===== src/rtl/rdrw_pkg.sv =====
package rdrw_pkg;

    localparam int unsigned CfgIndexWidth = 3;
    localparam int unsigned CfgDataWidth  = 16;
    localparam int unsigned AddrWidth     = 8;
    localparam int unsigned CodeWidth     = 8;
    localparam int unsigned QuietWidth    = 16;

    localparam logic [QuietWidth-1:0] QuietMax = '1;

    typedef enum logic [2:0] {
        HEAD_NONE  = 3'd0,
        HEAD_FWD   = 3'd1,
        HEAD_BACK  = 3'd2,
        HEAD_LEFT  = 3'd3,
        HEAD_RIGHT = 3'd4
    } heading_t;

    typedef enum logic [1:0] {
        DRV_COAST = 2'd0,
        DRV_FWD   = 2'd1,
        DRV_REV   = 2'd2
    } drive_t;

    typedef enum logic [CfgIndexWidth-1:0] {
        REG_STATION_ADDR     = 3'd0,
        REG_CODE_FORWARD     = 3'd1,
        REG_CODE_BACKWARD    = 3'd2,
        REG_CODE_PIVOT_LEFT  = 3'd3,
        REG_CODE_PIVOT_RIGHT = 3'd4,
        REG_CODE_HALT        = 3'd5,
        REG_RELEASE_TIMEOUT  = 3'd6,
        REG_UNUSED           = 3'd7
    } cfg_index_t;

    localparam logic [AddrWidth-1:0]  StationAddrReset    = 8'h00;
    localparam logic [CodeWidth-1:0]  CodeForwardReset    = 8'h18;
    localparam logic [CodeWidth-1:0]  CodeBackwardReset   = 8'h52;
    localparam logic [CodeWidth-1:0]  CodePivotLeftReset  = 8'h08;
    localparam logic [CodeWidth-1:0]  CodePivotRightReset = 8'h5A;
    localparam logic [CodeWidth-1:0]  CodeHaltReset       = 8'h1C;
    localparam logic [QuietWidth-1:0] ReleaseTimeoutReset = 16'd200;

    typedef struct packed {
        logic [AddrWidth-1:0]  station_addr;
        logic [CodeWidth-1:0]  code_forward;
        logic [CodeWidth-1:0]  code_backward;
        logic [CodeWidth-1:0]  code_pivot_left;
        logic [CodeWidth-1:0]  code_pivot_right;
        logic [CodeWidth-1:0]  code_halt;
        logic [QuietWidth-1:0] release_timeout;
    } cfg_t;

    // first match wins: forward, backward, pivot left, pivot right
    function automatic heading_t map_code(input cfg_t cfg, input logic [CodeWidth-1:0] cmd);
        heading_t h;
        if (cmd == cfg.code_forward)
        begin
            h = HEAD_FWD;
        end
        else if (cmd == cfg.code_backward)
        begin
            h = HEAD_BACK;
        end
        else if (cmd == cfg.code_pivot_left)
        begin
            h = HEAD_LEFT;
        end
        else if (cmd == cfg.code_pivot_right)
        begin
            h = HEAD_RIGHT;
        end
        else
        begin
            h = HEAD_NONE;
        end
        return h;
    endfunction

endpackage


===== src/rtl/remote_drive_release_watchdog.sv =====
// Drive controller for a remote-controlled two-motor platform.
// Input channel (in_valid / in_stall): one request is either a decoded remote
// frame (action = 0) or a one-millisecond tick (action = 1).
// Output channel (out_valid / out_stall): exactly one result per request with
// both motor drives, the heading, and auto-stop / halt flags.
// Config channel (cfg_valid / cfg_ready, cfg_index, cfg_data): always ready;
// index 0..6 selects address, five command codes and the release timeout.
// Byte registers take cfg_data[7:0]; index 7 is ignored.
// Path: accepted requests go into the input register, then decode / counter
// update into the result register; out_valid rises when that register loads.
// Throughput: one request per cycle while out_stall is low; the heading and
// quiet counter update in the same cycle the result register loads.
// When out_stall is high, the result holds and the input register can still
// take one request; in_stall rises only when both registers are full.
// Reset: heading none, quiet count 0, config at default codes, both
// registers empty.
module remote_drive_release_watchdog (
    input  logic                                clk,
    input  logic                                rst_n,
    input  logic                                in_valid,
    output logic                                in_stall,
    input  logic                                action,
    input  logic                                frame_ok,
    input  logic [rdrw_pkg::AddrWidth-1:0]      frame_address,
    input  logic [rdrw_pkg::CodeWidth-1:0]      frame_command,
    input  logic                                is_repeat,
    output logic                                out_valid,
    input  logic                                out_stall,
    output logic [1:0]                          left_drive,
    output logic [1:0]                          right_drive,
    output logic [2:0]                          heading,
    output logic                                auto_stopped,
    output logic                                halt_pressed,
    input  logic                                cfg_valid,
    output logic                                cfg_ready,
    input  logic [rdrw_pkg::CfgIndexWidth-1:0]  cfg_index,
    input  logic [rdrw_pkg::CfgDataWidth-1:0]   cfg_data
);
    import rdrw_pkg::*;

    cfg_t cfg;

    logic                   ival_reg;
    logic                   ival_next;
    logic                   act_reg;
    logic                   ok_reg;
    logic [AddrWidth-1:0]   addr_reg;
    logic [CodeWidth-1:0]   cmd_reg;
    logic                   rep_reg;

    heading_t               heading_reg;
    heading_t               heading_next;
    logic [QuietWidth-1:0]  quiet_reg;
    logic [QuietWidth-1:0]  quiet_next;

    logic                   oval_reg;
    logic                   oval_next;
    drive_t                 left_reg;
    drive_t                 left_next;
    drive_t                 right_reg;
    drive_t                 right_next;
    logic                   auto_reg;
    logic                   auto_next;
    logic                   halt_reg;
    logic                   halt_next;

    logic                   adv;
    logic                   in_accept;
    logic                   frame_hit;
    heading_t               mapped;
    heading_t               head_mid;

    rdrw_cfg u_cfg (
        .clk       (clk),
        .rst_n     (rst_n),
        .cfg_valid (cfg_valid),
        .cfg_ready (cfg_ready),
        .cfg_index (cfg_index),
        .cfg_data  (cfg_data),
        .cfg       (cfg)
    );

    assign adv       = !oval_reg || !out_stall;
    assign in_stall  = ival_reg && !adv;
    assign in_accept = in_valid && !in_stall;
    assign ival_next = in_accept ? 1'b1 : (adv ? 1'b0 : ival_reg);
    assign oval_next = adv ? ival_reg : oval_reg;

    always_comb
    begin
        frame_hit  = !act_reg && ok_reg && (addr_reg == cfg.station_addr);
        mapped     = map_code(cfg, cmd_reg);
        head_mid   = heading_reg;
        quiet_next = quiet_reg;
        halt_next  = 1'b0;
        auto_next  = 1'b0;

        if (act_reg)
        begin
            if (quiet_reg != QuietMax)
                quiet_next = quiet_reg + 1'b1;
        end
        else if (frame_hit)
        begin
            if (!rep_reg && cmd_reg == cfg.code_halt)
            begin
                head_mid  = HEAD_NONE;
                halt_next = 1'b1;
            end
            else if (!rep_reg)
            begin
                if (mapped != HEAD_NONE)
                begin
                    head_mid   = mapped;
                    quiet_next = '0;
                end
            end
            else if (heading_reg != HEAD_NONE && mapped == heading_reg)
            begin
                quiet_next = '0;
            end
        end

        heading_next = head_mid;
        if (head_mid != HEAD_NONE && quiet_next > cfg.release_timeout)
        begin
            heading_next = HEAD_NONE;
            auto_next    = 1'b1;
        end

        unique case (heading_next)
            HEAD_FWD:   begin left_next = DRV_FWD; right_next = DRV_FWD; end
            HEAD_BACK:  begin left_next = DRV_REV; right_next = DRV_REV; end
            HEAD_LEFT:  begin left_next = DRV_REV; right_next = DRV_FWD; end
            HEAD_RIGHT: begin left_next = DRV_FWD; right_next = DRV_REV; end
            default:    begin left_next = DRV_COAST; right_next = DRV_COAST; end
        endcase
    end

    always_ff @(posedge clk or negedge rst_n)
    begin
        if (!rst_n)
        begin
            ival_reg    <= 1'b0;
            oval_reg    <= 1'b0;
            heading_reg <= HEAD_NONE;
            quiet_reg   <= '0;
        end
        else
        begin
            ival_reg <= ival_next;
            oval_reg <= oval_next;
            if (adv && ival_reg)
            begin
                heading_reg <= heading_next;
                quiet_reg   <= quiet_next;
            end
        end
    end

    always_ff @(posedge clk)
    begin
        if (in_accept)
        begin
            act_reg  <= action;
            ok_reg   <= frame_ok;
            addr_reg <= frame_address;
            cmd_reg  <= frame_command;
            rep_reg  <= is_repeat;
        end
        if (adv && ival_reg)
        begin
            left_reg  <= left_next;
            right_reg <= right_next;
            auto_reg  <= auto_next;
            halt_reg  <= halt_next;
        end
    end

    assign out_valid    = oval_reg;
    assign left_drive   = left_reg;
    assign right_drive  = right_reg;
    assign heading      = heading_reg;
    assign auto_stopped = auto_reg;
    assign halt_pressed = halt_reg;

`ifndef SYNTHESIS
    a_flags_exclusive: assert property (@(posedge clk) disable iff (!rst_n)
        out_valid |-> !(auto_stopped && halt_pressed))
        else $error("auto stop and halt in the same result");

    a_stop_coasts: assert property (@(posedge clk) disable iff (!rst_n)
        out_valid && (auto_stopped || halt_pressed) |->
            heading == HEAD_NONE && left_drive == DRV_COAST && right_drive == DRV_COAST)
        else $error("stop result does not coast");

    a_stall_needs_full: assert property (@(posedge clk) disable iff (!rst_n)
        in_stall |-> ival_reg && out_valid)
        else $error("input stalled with a free register");

    a_state_only_on_advance: assert property (@(posedge clk) disable iff (!rst_n)
        !(adv && ival_reg) |=> $stable(heading_reg) && $stable(quiet_reg))
        else $error("state changed without a request");
`endif

endmodule


===== src/rtl/rdrw_cfg.sv =====
module rdrw_cfg (
    input  logic                                clk,
    input  logic                                rst_n,
    input  logic                                cfg_valid,
    output logic                                cfg_ready,
    input  logic [rdrw_pkg::CfgIndexWidth-1:0]  cfg_index,
    input  logic [rdrw_pkg::CfgDataWidth-1:0]   cfg_data,
    output rdrw_pkg::cfg_t                      cfg
);
    import rdrw_pkg::*;

    cfg_t       cfg_reg;
    cfg_index_t idx;

    assign cfg_ready = 1'b1;
    assign idx       = cfg_index_t'(cfg_index);
    assign cfg       = cfg_reg;

    always_ff @(posedge clk or negedge rst_n)
    begin
        if (!rst_n)
        begin
            cfg_reg.station_addr     <= StationAddrReset;
            cfg_reg.code_forward     <= CodeForwardReset;
            cfg_reg.code_backward    <= CodeBackwardReset;
            cfg_reg.code_pivot_left  <= CodePivotLeftReset;
            cfg_reg.code_pivot_right <= CodePivotRightReset;
            cfg_reg.code_halt        <= CodeHaltReset;
            cfg_reg.release_timeout  <= ReleaseTimeoutReset;
        end
        else if (cfg_valid && cfg_ready)
        begin
            unique case (idx)
                REG_STATION_ADDR:     cfg_reg.station_addr     <= cfg_data[AddrWidth-1:0];
                REG_CODE_FORWARD:     cfg_reg.code_forward     <= cfg_data[CodeWidth-1:0];
                REG_CODE_BACKWARD:    cfg_reg.code_backward    <= cfg_data[CodeWidth-1:0];
                REG_CODE_PIVOT_LEFT:  cfg_reg.code_pivot_left  <= cfg_data[CodeWidth-1:0];
                REG_CODE_PIVOT_RIGHT: cfg_reg.code_pivot_right <= cfg_data[CodeWidth-1:0];
                REG_CODE_HALT:        cfg_reg.code_halt        <= cfg_data[CodeWidth-1:0];
                REG_RELEASE_TIMEOUT:  cfg_reg.release_timeout  <= cfg_data[QuietWidth-1:0];
                default:              ;
            endcase
        end
    end

endmodule


===== config.mk =====
export PLATFORM = sky130hd
export DESIGN_NAME = remote_drive_release_watchdog
export DESIGN_NICKNAME = d
export VERILOG_FILES = /design/src/rtl/rdrw_pkg.sv /design/src/rtl/remote_drive_release_watchdog.sv /design/src/rtl/rdrw_cfg.sv
export SDC_FILE = /design/constraint.sdc
export NUM_CORES = 1
export LEC_CHECK = 0
export BUFFER_PORTS_ARGS = -buffer_cell sky130_fd_sc_hd__clkbuf_2
export CAP_MARGIN = 20
export CORE_MARGIN = 3
export CORE_UTILIZATION = 62
export CTS_BUF_LIST = sky130_fd_sc_hd__clkbuf_16
export CTS_CLUSTER_DIAMETER = 30
export DETAILED_ROUTE_END_ITERATION = 10
export GPL_ROUTABILITY_DRIVEN = 0
export MAX_ROUTING_LAYER = met4
export PLACE_DENSITY_LB_ADDON = 0.15
export RECOVER_POWER = 100
export SLEW_MARGIN = 30
export SYNTH_ARGS = -nofsm -noshare
export SYNTH_HDL_FRONTEND = slang
export SYNTH_HIERARCHICAL = 1
export SYNTH_SLANG_ARGS = --single-unit

===== constraint.sdc =====
create_clock -name clk -period 6.6 [get_ports clk]
set_input_delay 0 -clock clk [delete_from_list [all_inputs] [get_ports clk]]
set_output_delay 0 -clock clk [all_outputs]
set_load 0.05 [all_outputs]

== Yosys cells after proc, flatten, opt, wreduce, memory -nomap -nowiden ==
Index checks and enable logic that the tools add are counted.

* Output and inout bits: 12
* Logic and storage cells: 96
* Input port bits: 43
* Register bits: 110

* Bitwise operators: 1
* Eq/ne operators: 18
* Multiplexer cells: 23
* Add/subtract/negate cells: 1
* Reductions and logical operators: 32
* Magnitude comparators: 1

{| class="wikitable"
|+ Operators with widths
! operator !! count
|-
| 16-bit 2-to-1 mux || 7
|-
| 8-bit equality test || 6
|-
| 3-bit 2-to-1 mux || 10
|-
| 16-bit by 1-bit adder with 16-bit output, second input constant || 1
|-
| 16-bit greater-than comparator || 1
|-
| 16-bit != test, second input constant || 1
|-
| 2-bit AND reduction || 7
|-
| 3-bit by 2-bit equality test with 1-bit output, second input constant || 4
|-
| 3-bit equality test, second input constant || 4
|-
| 2-bit OR reduction || 5
|-
| 3-bit nonzero test || 3
|-
| 1-bit logical AND || 8
|-
| 2-bit one-hot mux with 2 select lines || 2
|-
| 3-bit by 1-bit equality test with 1-bit output, second input constant || 2
|-
| 1-bit logical NOT || 6
|-
| 1-bit 2-to-1 mux || 4
|-
| 3-bit equality test || 1
|-
| 3-bit logical NOT || 1
|-
| 2-bit nonzero test || 1
|-
| 1-bit logical OR || 1
|-
| 1-bit inverter || 1
|}

== Depth between registers and ports, before layout ==
Gate-level depths: netlist of the first run.

* Depth in word-level cells: 18
* Mapped depth: 19
* Mapped depth without buffers: 17

== Hierarchy ==
Netlist of the first run, hierarchy kept.

{| class="wikitable"
|+ By module, submodules not included
! module !! cells an instance !! area an instance (µm²) !! sequential area each (µm²) !! instances
|-
| remote_drive_release_watchdog || 351 || 3368.2 || 1276.2 || 1
|-
| rdrw_cfg || 145 || 2478.6 || 1621.6 || 1
|}

== Least setup slack after synthesis of the first run ==
No wires, ideal clock.

* Kind: register -> register
* Start point: reg cmd_reg[6]
* End point: reg auto_reg (netlist: auto_stopped) (data pin)
* Required time: 6.323 ns
* Data arrival time: 3.490 ns
* Path buffers: 2
* Slack: 2.833 ns
* Period minus slack after synthesis: 3.767 ns
* Setup time: 0.277 ns
* Cell stages (with the launch flop): 19
* Cell sequence: edfxtp_1 > buf_6 > xor2_1 > nor4_4 > nand2_2 > a41o_1 > o311a_1 > a211oi_1 > buf_2 > a21oi_1 > o21a_1 > ha_1 > nand4_1 > nor2_1 > nand4_1 > or3_1 > o2111a_1 > nor2_1 > a31oi_1

* Cells in the longest elaborated chain, start to end: 15
* Elaborated cells on any way between the ends: 28
* Classes of those cells: 1 x order compare; 6 x eq/ne; 16 x mux; 5 x reduce/logical

{| class="wikitable"
|+ Ends and longest elaborated chain
! element !! line !! source
|-
| from (decl) || remote_drive_release_watchdog.sv:48 || <nowiki>logic [CodeWidth-1:0] cmd_reg;</nowiki>
|-
| from (signal assigned) || remote_drive_release_watchdog.sv:168 || <nowiki>cmd_reg <= frame_command;</nowiki>
|-
| 8-bit equality test || rdrw_pkg.sv:69 || <nowiki>else if (cmd == cfg.code_pivot_right)</nowiki>
|-
| 3-bit 2-to-1 mux || rdrw_pkg.sv:69 ||
|-
| 3-bit 2-to-1 mux || rdrw_pkg.sv:65 || <nowiki>else if (cmd == cfg.code_pivot_left)</nowiki>
|-
| 3-bit 2-to-1 mux || rdrw_pkg.sv:61 || <nowiki>else if (cmd == cfg.code_backward)</nowiki>
|-
| 3-bit 2-to-1 mux || rdrw_pkg.sv:57 || <nowiki>if (cmd == cfg.code_forward)</nowiki>
|-
| 3-bit equality test || remote_drive_release_watchdog.sv:118 || <nowiki>else if (heading_reg != HEAD_NONE && mapped == heading_reg)</nowiki>
|-
| 1-bit logical AND || remote_drive_release_watchdog.sv:118 ||
|-
| 16-bit 2-to-1 mux || remote_drive_release_watchdog.sv:118 ||
|-
| 16-bit 2-to-1 mux || remote_drive_release_watchdog.sv:110 || <nowiki>else if (!rep_reg)</nowiki>
|-
| 16-bit 2-to-1 mux (*) || remote_drive_release_watchdog.sv:105 || <nowiki>if (!rep_reg && cmd_reg == cfg.code_halt)</nowiki>
|-
| 16-bit 2-to-1 mux (*) || remote_drive_release_watchdog.sv:103 || <nowiki>else if (frame_hit)</nowiki>
|-
| 16-bit 2-to-1 mux (*) || remote_drive_release_watchdog.sv:98 || <nowiki>if (act_reg)</nowiki>
|-
| named net quiet_next[12] || remote_drive_release_watchdog.sv:54 || <nowiki>logic [QuietWidth-1:0] quiet_next;</nowiki>
|-
| 16-bit greater-than comparator (*) || remote_drive_release_watchdog.sv:125 || <nowiki>if (head_mid != HEAD_NONE && quiet_next > cfg.release_timeout)</nowiki>
|-
| 1-bit logical AND (*) || remote_drive_release_watchdog.sv:125 ||
|-
| 1-bit 2-to-1 mux (*) || remote_drive_release_watchdog.sv:125 ||
|-
| named net auto_next || remote_drive_release_watchdog.sv:63 || <nowiki>logic auto_next;</nowiki>
|-
| to (signal assigned) || remote_drive_release_watchdog.sv:175 || <nowiki>auto_reg <= auto_next;</nowiki>
|-
| to (decl) || remote_drive_release_watchdog.sv:62 || <nowiki>logic auto_reg;</nowiki>
|}

The timed path passes the listed nets; every way through them passes the cells marked *.
A chain may end at the register's enable or synchronous reset.

== Final worst setup path of the first run ==
* Start point: reg cmd_reg[5]
* End point: reg auto_reg (netlist: auto_stopped) (data pin)

Same word-level chain as after synthesis.

==> results.md, run 1 <==
- Crit path time final: 4.73 ns
- Critical Path RT: 6.67 ns
- Via density: 5.99
- RR Startpoint: cmd_reg[5]
- Synth top area cells: dfrtp_1 (30%), edfxtp_1 (13%), mux2_2 (12%), dfstp_2 (7.2%), xor2_1 (6.3%)
- Hold Violations, Final: 0
- Post_cts resized: 0
- Critical Path AT: 4.80 ns
- P_leak: 2.82 nW
- CTS buffer count: 9
- Power Density: 282 mW/mm^2
- Sw Share: 30.6%
- Pre-antenna DRT Iters: 4
- Post CTS Setup Buffer Count: 0
- Worst-Skew Late Latency: 0.35 ns
- Max reg flops: 64
- Post-synthesis register bit count: 110
- Area grow syn2layout: 13.9%
- Die H: 103 um
- Via count: 4100
- CTS tree: done
- R2R cell count: 16
- Post-synthesis sequential area ratio: 49.6%
- Maximum number of pins on one net before global-route repair: 86
- # diodes: 0
- Worst-margin pin slew: 4.55 ns
- CTS H-tree lvls: 3
- Worst min path class: in -> reg
- Post-synth top flop: dfrtp_1
- Final setup violation count: 0
- Core Region: 0.00893 sq mm
- Part of the power in the clock network: 27.2%
- Share of cells above drive strength 1: 25.0%
- Fmax: 211 MHz
- CTS Hold Buffers Added: 32
- Mean Syn Cell Area: 11.8 sq um
- Final WL: 12700 um
- Placement Rows: 34
- Net Sw Power: 0.000574 W
- Clk_skew: 0.00689 ns
- Fillers: 607
- 1st-iter DRT viols: 206
- Commonest non-fill, non-tap cell in the layout: dfrtp_1
- Status: finished with violations
- Ports: 55
- Final slew viol count: 95
- HPWL after DPL: 8900 um
- Most area-hungry cell type in the Yosys netlist: dfrtp_1
- Total negative slack: 0 ns
- Synth top area share: 29.5%
- Power, Total: 0.00188 W
- Root buf cell: clkbuf_16
- Violated checks: max-capacitance violations, max-slew violations
- Hold Startpoint: cfg_data[2]
- RSZ-0062 raised after global routing: false
- Post-synthesis cell area: 0.00585 sq mm
- Post-synth EDFFs: 25
- Worst-path clk slew: 0.07 ns
- Synth warnings: 6
- CP max FO: 12
- Initial antenna violation count: 0
- Final antenna-violating net count: 0
- Synth cell types: 60
- Register share of total power: 49.0%
- VDD IR max: 0.206 mV
- Die ar.: 0.0106 sq mm
- Setup crit start: cmd_reg[5]
- Grt total ovfl: 0
- FFs w/ async S/R, synth: 77.3%
- Mapped Nets: 556
- Tot GR Track Use: 26.3%
- Worst Hold Depth: 2
- Max cap viols: 2
- Element type at the critical path end: register
- Internal Dissipation: 0.00130 W
- Initial Util: 65.4%
- DR WL/cell: 18.6 um
- Hold_ws: 0.0232 ns
- Startpoint class of the critical path: register
- Clock buffer depth: 2
- Gate power share: 23.8%
- Overall die width: 103 um
- Vias in the first global route: 4130
- # DRC: 0
- Crit Path Category: reg -> reg
- Tcrit/Tclk final: 71.7%
- Max-slew headroom: -203%
- PortBufs: 53
- Clk sinks: 110
- Nets: 631
- Most frequent cells in the layout: dfrtp_1 (69), mux2_2 (61), xor2_1 (42)
- Synth Instances: 496
- First-pass GRT wire length: 20500 um
==> Yosys cell counts (3+ instances only) <==
cell and number:
dfrtp_1 69, mux2_2 64, xor2_1 42, nand2_1 28, edfxtp_1 25, inv_1 24, ha_1 17, nor2_1 17
dfstp_2 16, nand3_1 14, nand4_1 14, xnor2_1 14, a21oi_1 13, buf_2 12, o21ai_0 12, nor3_1 10
and3_1 8, clkbuf_1 7, a21o_1 5, and2_1 5, buf_6 5, nand2b_1 4, nor4_1 4, nor4_2 4
o211ai_1 4, o21a_1 4, a211o_1 3, and4_1 3, nand2_2 3, nand4b_1 3, nor4bb_1 3, o21ai_1 3
o41ai_1 3, or3_1 3
==> power groups by stage <==
| stage | combinational (W) | clock [W] | sequential, W |
|---|---|---|---|
| after global routing | 0.000497 | 0.000548 | 0.000933 |
| after CTS | 0.000453 | 0.000518 | 0.000918 |
| final | 0.000447 | 0.000510 | 0.000919 |
| after global placement | 0.000421 | 0 | 0.000925 |
| after detailed placement | 0.000436 | 0 | 0.000931 |
| after floorplan | 0.000340 | 0 | 0.000903 |
==> routing by layer <==
layer / up-vias / track usage (%) / wire [um]
met3: 30 / 5.68 / 537
met2: 135 / 45.5 / 6620
li1: 1927 / - / -
met1: 2008 / 31.1 / 5270
met5: - / - / 0
met4: 0 / 7.27 / 289
==> final cells by class <==
| class | instances | area [sq um] | area share (%) |
|---|---|---|---|
| Clock buffer | 9 | 225 | 3.38 |
| Multi-Input combinational cell | 337 | 2680 | 40.3 |
| Tap cell | 108 | 135 | 2.03 |
| Sequential cell | 110 | 2900 | 43.5 |
| Inverter | 24 | 90.1 | 1.35 |
| Clock inverter | 7 | 47.5 | 0.714 |
| Timing Repair Buffer | 89 | 584 | 8.77 |
==> kinds of logic (layout without fill, tap and decap cells) <==
group | Yosys count | count (layout) | synth area share (%)
simple gates | 130 | 130 | 13.5
flops | 110 | 110 | 49.6
compound gates | 68 | 68 | 8.28
mux | 65 | 65 | 12.5
xor+xnor | 56 | 56 | 8.39
buf+inv | 49 | 129 | 4.11
fa+ha+maj | 17 | 17 | 3.64
other cells | 1 | 1 | 0.0641
==> worst paths after layout <==
check	endpoint	slack (ns)
worst max-delay path	auto_stopped	1.87
worst min-delay path	u_cfg/cfg[50]	0.02
worst max register to register	auto_stopped	1.87
worst min register to register	out_valid	0.51
max in group asynchronous	heading[1]	2.22
min in group asynchronous	u_cfg/cfg[10]	1.83
==> worst max-delay path: stages, from the launching register on <==
cell and delay [ns]:
edfxtp_1 0.51, xor2_1 0.19, nor4_1 0.57, nand2_2 0.18
a41o_1 0.27, o311a_1 0.16, a211oi_1 0.21, clkbuf_1 0.48
nor2_1 0.12, ha_1 0.32, a21oi_1 0.21, o21ai_0 0.12
a21o_1 0.19, a221o_1 0.29, o2111a_1 0.28, nor2_1 0.23
a31oi_1 0.09
==> metrics by stage <==
step	std cells	util, %	area (sq um)	setup slack (ns)
floorplan	496	-	5850	2.83
global placement	636	68.6	6130	2.47
detailed placement	636	68.7	6130	2.33
CTS	684	75.3	6730	2.26
global route	684	74.6	6660	1.36
finish	684	74.6	6660	1.87
(Power assumes the default switching activity.)
==> run 2, diff against run 1 <==
--- a/config.mk
+++ b/config.mk
@@ -5,10 +5,11 @@
 export SDC_FILE = /design/constraint.sdc
 export NUM_CORES = 1
 export LEC_CHECK = 0
+export ABC_AREA = 1
 export BUFFER_PORTS_ARGS = -buffer_cell sky130_fd_sc_hd__clkbuf_2
 export CAP_MARGIN = 20
 export CORE_MARGIN = 3
-export CORE_UTILIZATION = 62
+export CORE_UTILIZATION = 60
 export CTS_BUF_LIST = sky130_fd_sc_hd__clkbuf_16
 export CTS_CLUSTER_DIAMETER = 30
 export DETAILED_ROUTE_END_ITERATION = 10
==> constraint.sdc (replaced) <==
create_clock -name clk -period 4.45 [get_ports clk]
set_input_delay 0 -clock clk [delete_from_list [all_inputs] [get_ports clk]]
set_output_delay 0 -clock clk [all_outputs]
set_load 0.05 [all_outputs]
==> run 2 against run 1 <==
The run still ends with max-capacitance violations, max-slew violations left; critical path depth rose by 8; sequential share of layout area fell by 2.8 points; largest power group unchanged; wire length rose by 26%; die area rose by 9.1%; utilization fell by 2.7 points; hold slack got worse by 0.015 ns; sequential power rose by 48%; largest cell class unchanged; flip-flop and latch count did not move.
==> results.md, run 2 <==
- Tcrit/Tclk final: 88.4%
- Grt total ovfl: 0
- Critical Path AT: 4.06 ns
- Part of the power in the clock network: 28.4%
- Synth top area share: 27.8%
- Hold Startpoint: cfg_data[0]
- Non-Filler Instances: 1030
- Net Sw Power: 0.000980 W
- Post-synth EDFFs: 25
- First-pass GRT wire length: 26200 um
- Internal Dissipation: 0.00191 W
- Worst-margin pin slew: 2.13 ns
- Post-synthesis sequential area ratio: 46.7%
- Pre-antenna DRT Iters: 5
- Synth top cells by count: nand2_1 (344), inv_1 (84), dfrtp_1 (69), nand3_1 (52), nor2_1 (48)
- Fmax: 254 MHz
- Share of cells above drive strength 1: 12.2%
- Main combinational cell family by area after synthesis: simple AND/OR/NAND/NOR gates
- VDD IR max: 0.412 mV
- Final slew viol count: 39
- HPWL after DPL: 11200 um
- Post CTS Setup Buffer Count: 0
- Max cap viols: 1
- Most frequent cell after synthesis: nand2_1
- CTS buffer count: 9
- Multiplexer share of the synthesized area: 0%
- Post-synth top flop: dfrtp_1
- Most area-hungry cell type in the Yosys netlist: dfrtp_1
- Element type at the critical path end: register
- Clock buffer depth: 2
- Via density: 5.35
- CTS H-tree lvls: 3
- Register share of total power: 47.1%
- Via count: 5507
- Gate power share: 24.5%
- Crit Path Category: reg -> reg
- Crit path time final: 3.94 ns
- Die H: 108 um
- Initial antenna violation count: 0
- Power Density: 406 mW/mm^2
- Adder-Cell Fraction of Synth Area: 3.43%
- PortBufs: 53
- Dpl ws: 0.610 ns
- Vias in the first global route: 5518
- DR WL/cell: 15.5 um
- Synth Instances: 805
- Post-synthesis simple-gate area fraction: 33.5%
- Total negative slack: 0 ns
- Finished Core Util: 71.9%
- Final setup violation count: 0
- Hold_ws: 0.00852 ns
- Commonest non-fill, non-tap cell in the layout: nand2_1
- Status: finished with violations
- Post_cts resized: 0
- Final antenna-violating net count: 0
- Root buf cell: clkbuf_16
- Sw Share: 33.9%
- Clk sinks: 110
- CP max FO: 11
- Max-slew headroom: -42.3%
- P_leak: 3.66 nW
- Area grow syn2layout: 14.8%
- Core Region: 0.00991 sq mm
- Setup crit start: cmd_reg[1]
- Placement Rows: 36
- Tot GR Track Use: 30.3%
- Setup slack after layout: 0.515 ns
- Overall die width: 108 um
- Placed cells: 977
- Mapped Nets: 865
- Synth top area cells: dfrtp_1 (28%), nand2_1 (21%), edfxtp_1 (12%), dfstp_2 (6.8%), inv_1 (5.1%)
- Max reg flops: 64
- Mean Syn Cell Area: 7.71 sq um
- Most frequent cells in the layout: nand2_1 (345), inv_1 (85), dfrtp_1 (69)
- Nets: 952
- CTS tree: done
- Flop2flop setup slack: 0.51 ns
- Worst-Skew Late Latency: 0.37 ns
- Post-synthesis register bit count: 110
- Synth cell types: 45
- Die ar.: 0.0116 sq mm
- # DRC: 0
- RSZ-0062 raised after global routing: false
- Critical Path RT: 4.57 ns
- Startpoint class of the critical path: register
- Clk_skew: 0.0126 ns
- RR Startpoint: cmd_reg[1]
- Violated checks: max-capacitance violations, max-slew violations
- Fillers: 798
- Post-synthesis cell area: 0.00620 sq mm
- Synth Area in XOR/XNOR: 3.81%
- Initial Util: 62.6%
- Worst-path clk slew: 0.08 ns
- Hold Violations, Final: 0
- Compound-Gate Fraction of Synth Area: 4.88%
- Maximum number of pins on one net before global-route repair: 49
- Final WL: 16000 um
- FFs w/ async S/R, synth: 77.3%
- # diodes: 0
- Ports: 55
- Synth warnings: 6
- 1st-iter DRT viols: 390
- Worst min path class: in -> reg
-- run 2: changes by cell type in the layout (fill, tap and decap cells not counted), moves of 10 or more --
cell and change:
nand4_1 -11, nand2_2 +10, xor2_1 -35, nor2_1 +34, nand3_1 +42, nand2_1 +317, inv_1 +60, mux2_2 -61
-- run 2: final cells by class --
type                            count  area (sq um)  share of cell area (%)
Inverter                           95           357                    5.00
Multi-Input combinational cell    584          2780                    39.1
Clock inverter                      6          47.5                   0.667
Sequential cell                   110          2900                    40.7
Timing Repair Buffer               92           624                    8.76
Tap cell                          133           166                    2.34
Clock buffer                       10           250                    3.51
-- run 2: kinds of logic (layout without fill, tap and decap cells) --
kind of cell	Yosys count	count (layout)
XOR/XNOR	27	27
AO/OA/AOI/OAI	48	48
other	1	1
buffers and inverters	111	203
AND/OR/NAND/NOR	491	491
adder cells (fa/ha/maj)	17	17
flip-flops	110	110
-- run 2: per-stage QoR --
| stage | cell area (sq um) | power, W |
|---|---|---|
| 2_1_floorplan | 6200 | 0.00185 |
| 3_3_place_gp | 6540 | 0.00202 |
| 3_5_place_dp | 6540 | 0.00206 |
| 4_1_cts | 7210 | 0.00291 |
| 5_1_grt | 7130 | 0.00306 |
| 6_report | 7130 | 0.00289 |
-- run 2: layer usage --
layer  vias to the layer above  track usage, %  share of wire, %
li1                       2677               -                 -
met1                      2563            36.6                41
met2                       238            50.3                49
met3                        29            6.96               7.4
met4                         0            10.3               2.2
met5                         -               -                 0
-- run 2: critical path, cell delays in order (launching register included) --
cell and delay [ns]:
edfxtp_1 0.54, inv_1 0.12, nand2_1 0.08, nand2_1 0.08, nor2_2 0.11, inv_1 0.06, nor2_2 0.08, nand2_2 0.10
nand3_1 0.10, nand2_1 0.05, nor2_1 0.10, nand3_1 0.08, nand2_1 0.07, nand2_2 0.17, inv_1 0.24, nor2_1 0.11
ha_1 0.33, nand2_1 0.07, nor2_1 0.13, nand4_1 0.14, o21bai_1 0.18, a21oi_1 0.39, nor2_1 0.12, nand3_1 0.13
o21ai_0 0.08
-- run 2: power by group through the flow --
stage	combinational [W]	clock, W	sequential (W)
after detailed placement	0.000691	0	0.00137
after global routing	0.000813	0.000871	0.00138
after floorplan	0.000499	0	0.00135
final	0.000709	0.000821	0.00136
after global placement	0.000655	0	0.00137
after CTS	0.000719	0.000830	0.00136
-- run 2: repair_timing --
item                                   CTS  global route
endpoints found under the hold margin   89             0
setup endpoints to repair                0             0
hold buffers                            37             0
-- run 2: path summary, 6_finish.rpt --
check	end	depth (start not counted)
max in group asynchronous	quiet_reg[15]	3
worst max register to register	left_drive[0]	24
worst max-delay path	left_drive[0]	24
worst min-delay path	u_cfg/cfg[0]	3
min in group asynchronous	u_cfg/cfg[50]	2
worst min register to register	u_cfg/cfg[27]	2
